==> src/rtl/core/spl_pkg.sv <==
package spl_pkg;

   localparam int DATA_W           = 32;
   localparam int POS_W            = 6;
   localparam int COUNT_OUT_W      = 7;
   localparam int DEFAULT_CAPACITY = 64;

   // request op codes
   localparam logic [1:0] OP_INSERT = 2'd0;
   localparam logic [1:0] OP_REMOVE = 2'd1;
   localparam logic [1:0] OP_SEARCH = 2'd2;

   // response status codes
   localparam logic [1:0] ST_DONE    = 2'd0;
   localparam logic [1:0] ST_FULL    = 2'd1;
   localparam logic [1:0] ST_MISSING = 2'd2;

   // per-cycle command broadcast to every cell
   localparam logic [1:0] CMD_HOLD   = 2'd0;
   localparam logic [1:0] CMD_INSERT = 2'd1;
   localparam logic [1:0] CMD_REMOVE = 2'd2;
   localparam logic [1:0] CMD_SWEEP  = 2'd3;

   typedef struct packed {
      logic [1:0]              op;
      logic signed [DATA_W-1:0] pt_x;
      logic signed [DATA_W-1:0] pt_y;
      logic [POS_W-1:0]        position;
      logic signed [DATA_W-1:0] probe;
   } spl_req_type;

   typedef struct packed {
      logic [1:0]              status;
      logic                    found;
      logic [POS_W-1:0]        found_position;
      logic signed [DATA_W-1:0] found_x;
      logic signed [DATA_W-1:0] found_y;
      logic signed [DATA_W-1:0] first_y;
      logic signed [DATA_W-1:0] final_y;
      logic [COUNT_OUT_W-1:0]  entry_count;
   } spl_rsp_type;

   typedef struct packed {
      logic [1:0]              cmd;
      logic signed [DATA_W-1:0] x;
      logic signed [DATA_W-1:0] y;
      logic signed [DATA_W-1:0] probe;
   } spl_cmd_type;

   // token that walks down the chain, collecting the tail y and the lowest match
   typedef struct packed {
      logic                    valid;
      logic                    found;
      logic [POS_W-1:0]        pos;
      logic signed [DATA_W-1:0] x;
      logic signed [DATA_W-1:0] y;
      logic signed [DATA_W-1:0] tail;
   } spl_pass_type;

endpackage

==> src/rtl/core/spl_cell.sv <==
module spl_cell #(
   parameter int IDX   = 0,
   parameter int CNT_W = 7
) (
   input  logic                             clock,
   input  logic                             reset,
   input  spl_pkg::spl_cmd_type             cmd,
   input  logic [CNT_W-1:0]                 count,
   input  logic [CNT_W-1:0]                 pos,
   input  logic signed [spl_pkg::DATA_W-1:0] left_x,
   input  logic signed [spl_pkg::DATA_W-1:0] left_y,
   input  logic                             left_gt,
   input  logic signed [spl_pkg::DATA_W-1:0] right_x,
   input  logic signed [spl_pkg::DATA_W-1:0] right_y,
   input  spl_pkg::spl_pass_type            pass_right,
   output logic signed [spl_pkg::DATA_W-1:0] x,
   output logic signed [spl_pkg::DATA_W-1:0] y,
   output logic                             gt,
   output spl_pkg::spl_pass_type            pass
);

   localparam logic [CNT_W-1:0] MY_IDX   = CNT_W'(IDX);
   localparam logic [CNT_W-1:0] NEXT_IDX = CNT_W'(IDX + 1);
   localparam logic [31:0]      IDX32    = 32'(IDX);

   logic signed [spl_pkg::DATA_W-1:0] x_ff, x_in;
   logic signed [spl_pkg::DATA_W-1:0] y_ff, y_in;
   spl_pkg::spl_pass_type             pass_ff, pass_in, pass_arrive;
   logic                              occupied;
   logic                              hit;

   assign occupied = MY_IDX < count;
   assign gt       = occupied && (cmd.y < y_ff);
   assign hit      = occupied && ((x_ff == cmd.probe) || (y_ff == cmd.probe));

   always_comb begin
      x_in = x_ff;
      y_in = y_ff;
      case (cmd.cmd)
         spl_pkg::CMD_INSERT: begin
            if (left_gt) begin
               x_in = left_x;
               y_in = left_y;
            end else if (gt || (MY_IDX == count)) begin
               x_in = cmd.x;
               y_in = cmd.y;
            end
         end
         spl_pkg::CMD_REMOVE: begin
            if (MY_IDX >= pos) begin
               x_in = right_x;
               y_in = right_y;
            end
         end
         default: begin
         end
      endcase
   end

   // the last occupied cell launches the token, everyone else relays it
   always_comb begin
      if ((cmd.cmd == spl_pkg::CMD_SWEEP) && (NEXT_IDX == count)) begin
         pass_arrive       = '0;
         pass_arrive.valid = 1'b1;
         pass_arrive.tail  = y_ff;
      end else begin
         pass_arrive = pass_right;
      end
      pass_in = pass_arrive;
      if (pass_arrive.valid && hit) begin
         pass_in.found = 1'b1;
         pass_in.pos   = IDX32[spl_pkg::POS_W-1:0];
         pass_in.x     = x_ff;
         pass_in.y     = y_ff;
      end
   end

   always_ff @(posedge clock) begin
      x_ff <= x_in;
      y_ff <= y_in;
      if (reset) begin
         pass_ff <= '0;
      end else begin
         pass_ff <= pass_in;
      end
   end

   assign x    = x_ff;
   assign y    = y_ff;
   assign pass = pass_ff;

endmodule

==> config.mk <==
export PLATFORM = sky130hd
export DESIGN_NAME = spl_cell
export DESIGN_NICKNAME = d
export VERILOG_FILES = /design/src/rtl/core/spl_pkg.sv /design/src/rtl/core/spl_cell.sv
export SDC_FILE = /design/constraint.sdc
export NUM_CORES = 1
export LEC_CHECK = 0
export ABC_AREA = 0
export ABC_CLOCK_PERIOD_IN_PS = 5440
export BUFFER_PORTS_ARGS = -buffer_cell sky130_fd_sc_hd__buf_2
export CAP_MARGIN = 5
export CORE_AREA = 8 8 194 196
export CTS_BUF_LIST = sky130_fd_sc_hd__clkbuf_4 sky130_fd_sc_hd__clkbuf_8
export DETAILED_ROUTE_END_ITERATION = 7
export DIE_AREA = 0 0 202 204
export GPL_TIMING_DRIVEN = 1
export PLACE_DENSITY_LB_ADDON = 0.3
export SYNTH_ARGS = -nofsm -noshare
export SYNTH_HDL_FRONTEND = slang
export SYNTH_SLANG_ARGS = --single-unit
==> constraint.sdc <==
create_clock -name clock -period 5.44 [get_ports clock]
set_input_delay 0 -clock clock [delete_from_list [all_inputs] [get_ports clock]]
set_output_delay 0 -clock clock [all_outputs]
set_load 0.01 [all_outputs]
==> results of run 1 <==
==> flip-flops by register name (all words and copies together) (netlist names) <==
signal and cells:
y 32, pass 104, x 32
==> metal layers <==
metal  vias up  share of wire  global-route usage
met3        34          0.060             0.05278
met5         -        0.00031                   0
met2       350           0.52              0.3646
met4         2          0.019             0.06157
met1      4171           0.40              0.2302
li1       4266              -                   -
==> path summary, 6_finish.rpt <==
check        cells past startpoint       startpoint  slack [ns]             endpoint
min                              3          cmd[92]        0.06      x[28]$_DFFE_PP_
max reg2reg                     10  y[23]$_DFFE_PP_        1.84       x[8]$_DFFE_PP_
min reg2reg                      1   x[1]$_DFFE_PP_        0.55  pass[65]$_SDFF_PP0_
max                             10  y[23]$_DFFE_PP_        1.84       x[8]$_DFFE_PP_
==> metrics by stage <==
step	utilization	cell area (µm²)	hold slack, ns	cells	power (mW)
after floorplan	-	8026	0.1102	794	1.692
after global placement	0.3176	11050	0.1968	1730	2.019
after global routing	0.3953	13750	0.03384	1995	3.186
after CTS	0.3951	13750	0.005562	1993	3.075
after detailed placement	0.3176	11050	0.2015	1730	2.022
final	0.3953	13750	0.05610	1995	3.032
==> cell families after synthesis <==
kind of cell | Yosys count
compound gates | 188
mux | 65
xor+xnor | 64
flops | 168
simple gates | 199
fa+ha+maj | 31
buf+inv | 79
==> cells in the final DEF, fill, tap and decap left out, drive strengths merged <==
master,count
a2111oi,1
a21boi,1
a21o,2
a21oi,46
a221oi,2
a22o,64
a22oi,1
a31oi,1
and2,6
and4,2
buf,521
clkbuf,24
clkinv,5
clkinvlp,1
dfxtp,104
diode,2
dlygate4sd3,231
edfxtp,64
ha,31
inv,35
mux2,1
mux2i,64
nand2,142
nand2b,1
nand3,3
nand3b,2
nand4,20
nor2,11
nor3,2
nor4,9
o21ai,70
or2,1
xnor2,64
==> power groups by stage <==
stage	clock network [mW]	registers [mW]	logic (mW)
5_1_grt	0.967	1.44	0.776
6_report	0.888	1.43	0.710
2_1_floorplan	0	1.48	0.209
3_3_place_gp	0	1.46	0.557
4_1_cts	0.922	1.44	0.717
3_5_place_dp	0	1.46	0.557
==> layout make-up <==
class                      count  share of cell area
clock buffer                  24             0.02356
inverter                      33            0.009007
sequential                   168              0.2911
multi-input combinational    547              0.2705
timing repair buffer         752              0.3590
antenna                        2           0.0003639
tap                          461             0.04194
clock inverter                 8            0.004458
==> critical path, cell delays in order (launching register included) <==
cell	delay [ns]
edfxtp_1	0.56
inv_1	0.10
ha_1	0.32
nand2_1	0.07
nor4_1	0.37
nand2_1	0.17
a31oi_1	0.32
nor2_1	0.10
mux2_2	0.31
a21oi_4	0.11
buf_4	0.72
==> summary.md, run 1 <==
| Metric | Value |
|---|---|
| Yosys warns | `0` |
| Post-synth EDFFs | `64` |
| Main area contributors after synthesis | `dfxtp_1, edfxtp_1, mux2i_1` |
| CTS tree | `done` |
| Clock Skews | `approximately 0.02 ns` |
| Final setup vio count | `0` |
| Port Buffers | `between 500 and 600` |
| Core footprint | `roughly 35000 µm²` |
| Initial core utilization | `0.2306` |
| Post-synthesis compound-gate area fraction | `0.1505` |
| Slew Limit Fails | `0` |
| Period utilisation layout | `0.6621` |
| RSZ-0062 raised after global routing | `no` |
| Kind of critical path | `flip-flop to flip-flop` |
| # hold bufs at CTS | `roughly 230` |
| Sink Count | `between 150 and 200` |
| Final ANT Viol Nets | `0` |
| Mapped Area | `between 8000 and 9000 µm²` |
| Multi-input gate area in the final layout | `3720 µm²` |
| Share of the synthesized area in the top cell type | `0.2595` |
| Post-synthesis sequential area ratio | `0.4991` |
| Post-CTS setup buffer count | `0` |
| Vias in the first global route | `between 9000 and 10000` |
| Initial antenna violation count | `3` |
| GRT Overall Usage | `0.2018` |
| Reg area | `between 4000 and 5000 µm²` |
| Routed WL | `about 43 mm` |
| Clock network power share | `0.293` |
| Leak Pwr | `about 6.4 nW` |
| Sw power | `0.8659 mW` |
| Die height | `approximately 200 µm` |
| Ports | `between 500 and 600` |
| Pre-CTS WS | `between 1.5 and 2 ns` |
| Startpoint Class | `flip-flop` |
| Max Freq | `between 200 and 300 MHz` |
| Post_cts resized | `0` |
| Congestion Overflow GR | `0` |
| Post-synthesis mux area share | `0.08125` |
| Worst Max-Slew Pin Slew | `approximately 1.0 ns` |
| Die width | `202 µm` |
| Drt first pass iters | `5` |
| H-Tree Depth | `4` |
| Post-Synth Adder-Cell Area | `0.04835` |
| Clk pin slew, worst setup/hold paths | `0.09 ns` |
| Insertion delay to the later sink of the worst-skew pair | `slightly below 0.5 ns` |
| HPWL Detailed | `33.17 mm` |
| Largest net degree at the start of global routing | `slightly below 100` |
| Synthesized area per cell | `roughly 10 µm²` |
| Gpl congestion | `0.8219` |
| Sw Ratio | `0.2856` |
| Worst Path Arrival | `3.71 ns` |
| Synth Instances | `794` |
| Reg power frac | `0.473` |
| Post-Synth XOR/XNOR Area | `0.06987` |
| Final worst slack | `1.838 ns` |
| CTS Buffer Depth | `2` |
| Tightest Hold Check Type | `primary input to flip-flop` |
| Critical path fanouts, max | `64` |
| Setup TNS | `0 ns` |
| DRT iter0 DRCs | `400` |
| Relative slew margins | `0.3045` |
| Most common cell in the netlist | `nand2_1` |
| VDD IR max | `0.1439 mV` |
| Cell taking the most area after synthesis | `dfxtp_1` |
| Residual DRC | `0` |
| First-pass GRT wire length | `between 60 and 70 mm` |
| WP data required | `approximately 5.6 ns` |
| Simple logic cell fraction of the synthesized area | `0.1084` |
| Fraction of registers with async set/reset | `0` |
| Synth Net Count | `between 1000 and 1500` |
| Worst setup EP type | `flip-flop` |
| Layout cells sized above 1 | `0.3655` |
| CTS Buf Count | `17` |
| Status | `finished, final reports clean` |
| Row cnt | `between 60 and 70` |
| Final Critical Period | `between 3 and 4 ns` |
| DR vias/cell | `between 4 and 5` |
| Layout area overhead | `71.41%` |
| Die area | `~41000 µm²` |
| Final Hold Fails | `0` |
| Via Count | `around 8800` |
| Final Net Count | `between 1500 and 2000` |
| Root Buffer | `clkbuf_8` |
| Fillcell total | `approximately 3400` |
| Seq cells post-synth | `168` |
| Commonest cells post-synth | `nand2_1, dfxtp_1, o21ai_0` |
| Combinational power share | `0.234` |
| Cell area power density | `around 220 nW/µm²` |
| Synth unique cells | `33` |
| Most used DFF post-synth | `dfxtp_1` |
| Internal Power | `around 2.2 mW` |
| Maxcap violations | `0` |
| Largest family of logic cells by synthesized area | `compound AO/OA/AOI/OAI gates` |
| Routed length per placed instance | `about 21 µm` |
Note: power is estimated with default switching activity, not from simulation.
==> run 2: changes to the inputs <==
--- a/config.mk
+++ b/config.mk
@@ -6,7 +6,7 @@
 export NUM_CORES = 1
 export LEC_CHECK = 0
 export ABC_AREA = 0
-export ABC_CLOCK_PERIOD_IN_PS = 5440
+export ABC_CLOCK_PERIOD_IN_PS = 3440
 export BUFFER_PORTS_ARGS = -buffer_cell sky130_fd_sc_hd__buf_2
 export CAP_MARGIN = 5
 export CORE_AREA = 8 8 194 196
==> constraint.sdc (replaced) <==
create_clock -name clock -period 3.44 [get_ports clock]
set_input_delay 0 -clock clock [delete_from_list [all_inputs] [get_ports clock]]
set_output_delay 0 -clock clock [all_outputs]
set_load 0.01 [all_outputs]
==> run 2 against run 1 <==
Net effect: via count rose by 1.1%; clock power rose by 64%; final cell count rose by 0.55%.
==> summary.md, run 2 (synthesis gave the netlist of run 1 again) <==
| Metric | Value |
|---|---|
| Tightest Hold Check Type | `primary input to flip-flop (unchanged)` |
| Sink Count | `168 (unchanged)` |
| CP max stage cell | `edfxtp_1 (was buf_4)` |
| Largest register FFs | `104 (unchanged)` |
| GRT met1 Usage | `0.2345 (was 0.2302)` |
| Initial core utilization | `0.2306 (unchanged)` |
| R2r endpoint | `x[8]$_DFFE_PP_ (unchanged)` |
| FF-to-FF setup slack | `0.35 ns (was 1.84 ns)` |
| Final setup vio count | `0 (unchanged)` |
| WP data required | `3.60 ns (was 5.55 ns)` |
| Status | `finished, final reports clean (unchanged)` |
| Drt first pass iters | `5 (unchanged)` |
| Clock Skews | `0.01358 ns (was 0.01963 ns)` |
| GRT Overall Usage | `0.2032 (was 0.2018)` |
| Final ANT Viol Nets | `0 (unchanged)` |
| Hold-critical path depth | `3 (unchanged)` |
| Slew Limit Fails | `0 (unchanged)` |
| Critical path fanouts, max | `41 (was 64)` |
| Grt met2 use | `0.3645 (was 0.3646)` |
| Via Count | `8922 (was 8823)` |
| Congestion Overflow GR | `0 (unchanged)` |
| RSZ-0062 raised after global routing | `no (unchanged)` |
| Port Buffers | `515 (unchanged)` |
| Final Critical Period | `3.089 ns (was 3.602 ns)` |
| DRT iter0 DRCs | `421 (was 400)` |
| Worst Path Arrival | `3.25 ns (was 3.71 ns)` |
| Gpl congestion | `0.8428 (was 0.8219)` |
| VDD IR max | `0.2782 mV (was 0.1439 mV)` |
| Reg-to-reg startpoint | `y[9]$_DFFE_PP_ (was y[23]$_DFFE_PP_)` |
| Period utilisation layout | `0.8980 (was 0.6621)` |
| Relative slew margins | `0.4068 (was 0.3045)` |
| Crit-path cells | `inv_1 > ha_1 > a21oi_1 > o21ai_0 > a221oi_1 > a31oi_1 > nor2_1 > mux2_2 > a21oi_4 > buf_12 (was inv_1 > ha_1 > nand2_1 > nor4_1 > nand2_1 > a31oi_1 > nor2_1 > mux2_2 > a21oi_4 > buf_4)` |
| Max Freq | `323.7 MHz (was 277.6 MHz)` |
| Kind of critical path | `flip-flop to flip-flop (unchanged)` |
| Most common cell after layout, fill and taps aside | `buf_2 (unchanged)` |
| H-Tree Depth | `4 (unchanged)` |
| CP Buf/Inv Count | `2 (unchanged)` |
| CTS tree | `done (unchanged)` |
| Setup TNS | `0 ns (unchanged)` |
| Most frequent cells in the layout | `buf_2, dlygate4sd3_1, nand2_1 (unchanged)` |
| Root Buffer | `clkbuf_8 (unchanged)` |
| Startpoint Class | `flip-flop (unchanged)` |
| Post-CTS setup buffer count | `0 (unchanged)` |
| CTS Buffer Depth | `2 (unchanged)` |
| Final Net Count | `1910 (was 1897)` |
| Row cnt | `69 (unchanged)` |
| Worst Max-Slew Pin Slew | `0.8875 ns (was 1.041 ns)` |
| Delay-heaviest family, CP | `compound AO/OA/AOI/OAI gates (was buffers and inverters)` |
| Core footprint | `34790 µm² (unchanged)` |
| HPWL Detailed | `33.96 mm (was 33.17 mm)` |
| Worst setup EP type | `flip-flop (unchanged)` |
| Die area | `41210 µm² (unchanged)` |
| Inserted Diodes | `0 (was 2)` |
| Clk pin slew, worst setup/hold paths | `0.09 ns (about the same)` |
| CP max stage delay | `0.49 ns (was 0.72 ns)` |
| Final Hold Fails | `0 (unchanged)` |
| Hold path start | `left_y[16] (was cmd[92])` |
| Layout cells sized above 1 | `0.3696 (was 0.3655)` |
| Largest net degree at the start of global routing | `75 (was 97)` |
| Most Crowded Layer GR | `met2 (unchanged)` |
| Initial antenna violation count | `1 (was 3)` |
| Cell area power density | `349.7 nW/µm² (was 220.5 nW/µm²)` |
| Routed length per placed instance | `21.52 µm (was 21.34 µm)` |
| Overall power | `4.861 mW (was 3.032 mW)` |
| Die height | `204 µm (unchanged)` |
| Layout area overhead | `73.28% (was 71.41%)` |
| DR vias/cell | `4.448 (was 4.423)` |
| Hold endpoint | `y[16]$_DFFE_PP_ (was x[28]$_DFFE_PP_)` |
| First-pass GRT wire length | `62.51 mm (was 61.79 mm)` |
| Leak Pwr | `6.501 nW (was 6.428 nW)` |
| Reg2reg path depth | `10 (unchanged)` |
| Met3 Usage GRT | `0.05342 (was 0.05278)` |
| Ports | `516 (unchanged)` |
| Vias in the first global route | `9826 (was 9632)` |
| Insertion delay to the later sink of the worst-skew pair | `0.49 ns (about the same)` |
| CTS Buf Count | `17 (unchanged)` |
| Routed WL | `43.16 mm (was 42.58 mm)` |
| Die width | `202 µm (unchanged)` |
| Residual DRC | `0 (unchanged)` |
| Maxcap violations | `0 (unchanged)` |
## run 2: cell types whose count changed in the layout (fill, tap and decap cells not counted), moves of 2 or more
cell	previous run	this run
diode_2	2	0
clkinv_1	0	2
bufinv_16	0	2
clkinv_2	2	4
buf_4	7	15
clkbuf_8	23	18
buf_12	0	4
## run 2: worst register-to-register path, stage by stage, from the launching register on
cell and delay (ns):
edfxtp_1 0.49, inv_1 0.07, ha_1 0.31, a21oi_1 0.13, o21ai_0 0.11, a221oi_1 0.33
a31oi_1 0.21, nor2_1 0.20, mux2_2 0.39, a21oi_4 0.20, buf_12 0.25
## run 2: cell type report
class	instances	area, µm²
clock inverter	13	128.9
timing repair buffer	765	5087
sequential	168	4004
fill	3425	20890
clock buffer	19	255.2
multi-input combinational	547	3726
tap	461	576.8
inverter	33	123.9
## run 2: worst max-delay path by stage
stage | startpoint | endpoint | slack [ns] | cells past startpoint
2_1_floorplan | y[9]$_DFFE_PP_ | x[0]$_DFFE_PP_ | 0.06 | 9
3_3_place_gp | y[31]$_DFFE_PP_ | pass[43]$_SDFF_PP0_ | 0.06 | 9
3_5_place_dp | y[31]$_DFFE_PP_ | pass[39]$_SDFF_PP0_ | 0.09 | 9
4_1_cts | y[31]$_DFFE_PP_ | pass[39]$_SDFF_PP0_ | 0.08 | 9
5_1_grt | y[31]$_DFFE_PP_ | pass[46]$_SDFF_PP0_ | 0.12 | 9
6_report | y[9]$_DFFE_PP_ | x[8]$_DFFE_PP_ | 0.35 | 10
## run 2: report_power, final
part	switching, mW	total, mW	leakage, nW	internal [mW]
clock	0.790	1.46	0.194	0.666
combinational	0.523	1.14	4.84	0.620
sequential	0.0743	2.26	1.46	2.19
## run 2: what timing repair did
item / 4_1_cts / 5_1_grt
gates resized for setup: 0 / 1
endpoints found under the setup margin: 0 / 15
hold endpoints to repair: 168 / 0
hold buffers: 232 / 0
## run 2: routing by layer
| metal | share of wire | routed length, µm |
|---|---|---|
| met1 | 0.41 | 17520 |
| met2 | 0.51 | 22030 |
| met3 | 0.067 | 2875 |
| met4 | 0.017 | 725 |
| met5 | 0.00030 | 13 |
## run 2: metrics by stage
| step | setup slack, ns | utilization | area [µm²] | hold slack (ns) | instances |
|---|---|---|---|---|---|
| 2_1_floorplan | 0.06140 | - | 8034 | 0.1102 | 794 |
| 5_1_grt | 0.1167 | 0.3996 | 13900 | 0.04903 | 2006 |
| 3_3_place_gp | 0.05597 | 0.3216 | 11190 | 0.2001 | 1742 |
| 3_5_place_dp | 0.08791 | 0.3216 | 11190 | 0.2020 | 1742 |
| 4_1_cts | 0.07739 | 0.3994 | 13900 | 0.02132 | 2006 |
| 6_report | 0.3510 | 0.3996 | 13900 | 0.04702 | 2006 |
==> run 3: changes to the inputs <==
--- a/config.mk
+++ b/config.mk
@@ -9,10 +9,12 @@
 export ABC_CLOCK_PERIOD_IN_PS = 3440
 export BUFFER_PORTS_ARGS = -buffer_cell sky130_fd_sc_hd__buf_2
 export CAP_MARGIN = 5
-export CORE_AREA = 8 8 194 196
+export CELL_PAD_IN_SITES_DETAIL_PLACEMENT = 1
+export CELL_PAD_IN_SITES_GLOBAL_PLACEMENT = 1
+export CORE_AREA = 8 8 196 198
 export CTS_BUF_LIST = sky130_fd_sc_hd__clkbuf_4 sky130_fd_sc_hd__clkbuf_8
 export DETAILED_ROUTE_END_ITERATION = 7
-export DIE_AREA = 0 0 202 204
+export DIE_AREA = 0 0 204 206
 export GPL_TIMING_DRIVEN = 1
 export PLACE_DENSITY_LB_ADDON = 0.3
 export SYNTH_ARGS = -nofsm -noshare
==> run 3 against run 2 <==
Net effect: register-to-register slack about the same; clock power grew 4%; critical path depth unchanged; final area increased by 0.90%; first-iteration DRC count decreased by 9.7%; sequential power barely moved; largest power group unchanged; setup slack worse by 0.0086 ns.
==> summary.md, run 3 (synthesis gave the netlist of run 1 again) <==
| Metric | Value |
|---|---|
| Cell area power density | `353.3 nW/µm² (was 349.7 nW/µm²)` |
| CTS Buffer Depth | `2 (unchanged)` |
| H-Tree Depth | `4 (unchanged)` |
| Sink Count | `168 (unchanged)` |
| Tightest Hold Check Type | `primary input to flip-flop (unchanged)` |
| Overall power | `4.956 mW (was 4.861 mW)` |
| Reg-to-reg startpoint | `y[7]$_DFFE_PP_ (was y[9]$_DFFE_PP_)` |
| Layout cells sized above 1 | `0.3723 (was 0.3696)` |
| Routed length per placed instance | `23.87 µm (was 21.52 µm)` |
| Residual DRC | `0 (unchanged)` |
| Final Hold Fails | `0 (unchanged)` |
| CTS tree | `done (unchanged)` |
| Startpoint Class | `flip-flop (unchanged)` |
| Most frequent cells in the layout | `buf_2, dlygate4sd3_1, nand2_1 (unchanged)` |
| First-pass GRT wire length | `69.06 mm (was 62.51 mm)` |
| Status | `finished, final reports clean (unchanged)` |
| Vias in the first global route | `10610 (was 9826)` |
| Via Count | `9224 (was 8922)` |
| Core footprint | `35220 µm² (was 34790 µm²)` |
| Ports | `516 (unchanged)` |
| Congestion Overflow GR | `0 (unchanged)` |
| DR vias/cell | `4.562 (was 4.448)` |
| Die width | `204 µm (was 202 µm)` |
| Drt first pass iters | `5 (unchanged)` |
| Hold path start | `left_x[29] (was left_y[16])` |
| Setup TNS | `0 ns (unchanged)` |
| Max Freq | `322.8 MHz (was 323.7 MHz)` |
| CP Buf/Inv Count | `2 (unchanged)` |
| Post_cts resized | `0 (unchanged)` |
| Insertion delay to the later sink of the worst-skew pair | `0.50 ns (was 0.49 ns)` |
| Largest net degree at the start of global routing | `117 (was 75)` |
| Relative slew margins | `0.2320 (was 0.4068)` |
| Gpl congestion | `0.8076 (was 0.8428)` |
| HPWL Detailed | `37.08 mm (was 33.96 mm)` |
| Largest register FFs | `104 (unchanged)` |
| Initial core utilization | `0.2278 (was 0.2306)` |
| Critical path fanouts, max | `64 (was 41)` |
| Clk pin slew, worst setup/hold paths | `0.09 ns (about the same)` |
| Initial antenna violation count | `8 (was 1)` |
| FF-to-FF setup slack | `0.34 ns (was 0.35 ns)` |
| Period utilisation layout | `0.9004 (was 0.8980)` |
| Hold endpoint | `x[29]$_DFFE_PP_ (was y[16]$_DFFE_PP_)` |
| Worst setup EP type | `flip-flop (unchanged)` |
| Fillcell total | `4176 (was 3425)` |
| CTS Buf Count | `17 (unchanged)` |
| Die height | `206 µm (was 204 µm)` |
| Root Buffer | `clkbuf_8 (unchanged)` |
| Final ANT Viol Nets | `0 (unchanged)` |
| VDD IR max | `0.2078 mV (was 0.2782 mV)` |
| Post-CTS setup buffer count | `0 (unchanged)` |
| GRT Overall Usage | `0.2222 (was 0.2032)` |
| Delay-heaviest family, CP | `compound AO/OA/AOI/OAI gates (unchanged)` |
| Reg2reg path depth | `10 (unchanged)` |
| # hold bufs at CTS | `234 (was 232)` |
| Crit-path cells | `inv_1 > ha_1 > nand2_1 > o21ai_0 > nand2_1 > a31oi_1 > nor2_1 > mux2_2 > a21oi_4 > buf_12 (was inv_1 > ha_1 > a21oi_1 > o21ai_0 > a221oi_1 > a31oi_1 > nor2_1 > mux2_2 > a21oi_4 > buf_12)` |
| Final Net Count | `1923 (was 1910)` |
| Worst path most repeated cell | `nand2_1` |
| CP max stage cell | `edfxtp_1 (unchanged)` |
| R2r endpoint | `x[16]$_DFFE_PP_ (was x[8]$_DFFE_PP_)` |
| Die area | `42020 µm² (was 41210 µm²)` |
| Worst Max-Slew Pin Slew | `1.152 ns (was 0.8875 ns)` |
| Routed WL | `48.27 mm (was 43.16 mm)` |
| Slew Limit Fails | `0 (unchanged)` |
| RSZ-0062 raised after global routing | `no (unchanged)` |
| Port Buffers | `515 (unchanged)` |
| Multi-input gate area in the final layout | `3720 µm² (was 3726 µm²)` |
| DRT iter0 DRCs | `380 (was 421)` |
| Final Critical Period | `3.098 ns (was 3.089 ns)` |
| Layout area overhead | `74.84% (was 73.28%)` |
| Row cnt | `69 (unchanged)` |
| WP data required | `3.58 ns (was 3.60 ns)` |
| CP max stage delay | `0.54 ns (was 0.49 ns)` |
| Kind of critical path | `flip-flop to flip-flop (unchanged)` |
| Leak Pwr | `6.569 nW (was 6.501 nW)` |
| Worst Path Arrival | `3.24 ns (was 3.25 ns)` |
| Most common cell after layout, fill and taps aside | `buf_2 (unchanged)` |
| Hold-critical path depth | `3 (unchanged)` |
| Clock Skews | `0.02286 ns (was 0.01358 ns)` |
| Reg area | `4004 µm² (unchanged)` |
| Final setup vio count | `0 (unchanged)` |
| Maxcap violations | `0 (unchanged)` |
run 3: layout make-up:
type                       instances  area share
antenna                            3   0.0005352
clock buffer                      21     0.02060
clock inverter                    11    0.008295
inverter                          33    0.008831
multi-input combinational        547      0.2652
sequential                       168      0.2854
tap                              461     0.04112
timing repair buffer             778      0.3700
run 3: worst max-delay path by stage:
stage,cells after the start,slack (ns),to,start
after floorplan,9,0.06,x[0]$_DFFE_PP_,y[9]$_DFFE_PP_
after global placement,9,0.27,x[11]$_DFFE_PP_,y[2]$_DFFE_PP_
after detailed placement,10,0.30,x[11]$_DFFE_PP_,y[9]$_DFFE_PP_
after CTS,10,0.27,gt,y[9]$_DFFE_PP_
after global routing,10,0.09,gt,y[9]$_DFFE_PP_
final,10,0.34,x[16]$_DFFE_PP_,y[7]$_DFFE_PP_
run 3: tightest hold or removal path, cell delays in order:
cell     delay [ns]
buf_2          0.08
mux2i_1        0.05
o21ai_0        0.26
run 3: power breakdown:
part	internal [mW]	switching [mW]	total, mW
registers	2.19	0.0730	2.26
logic	0.626	0.546	1.17
clock network	0.722	0.801	1.52
total	3.54	1.42	4.96
run 3: routing by layer:
metal,global-route usage,share of wire
met1,0.2406,0.39
met2,0.4146,0.53
met3,0.06238,0.062
met4,0.06737,0.023
met5,0,0.0013
run 3: stage by stage:
stage	util	area [µm²]	setup slack (ns)	std cells	hold slack (ns)
final	0.3982	14030	0.3425	2022	0.04406
after detailed placement	0.3200	11270	0.2954	1753	0.2058
after floorplan	-	8034	0.06140	794	0.1102
after CTS	0.3980	14020	0.2651	2019	0.01570
after global placement	0.3200	11270	0.2700	1753	0.2002
after global routing	0.3982	14030	0.08682	2022	0.01259
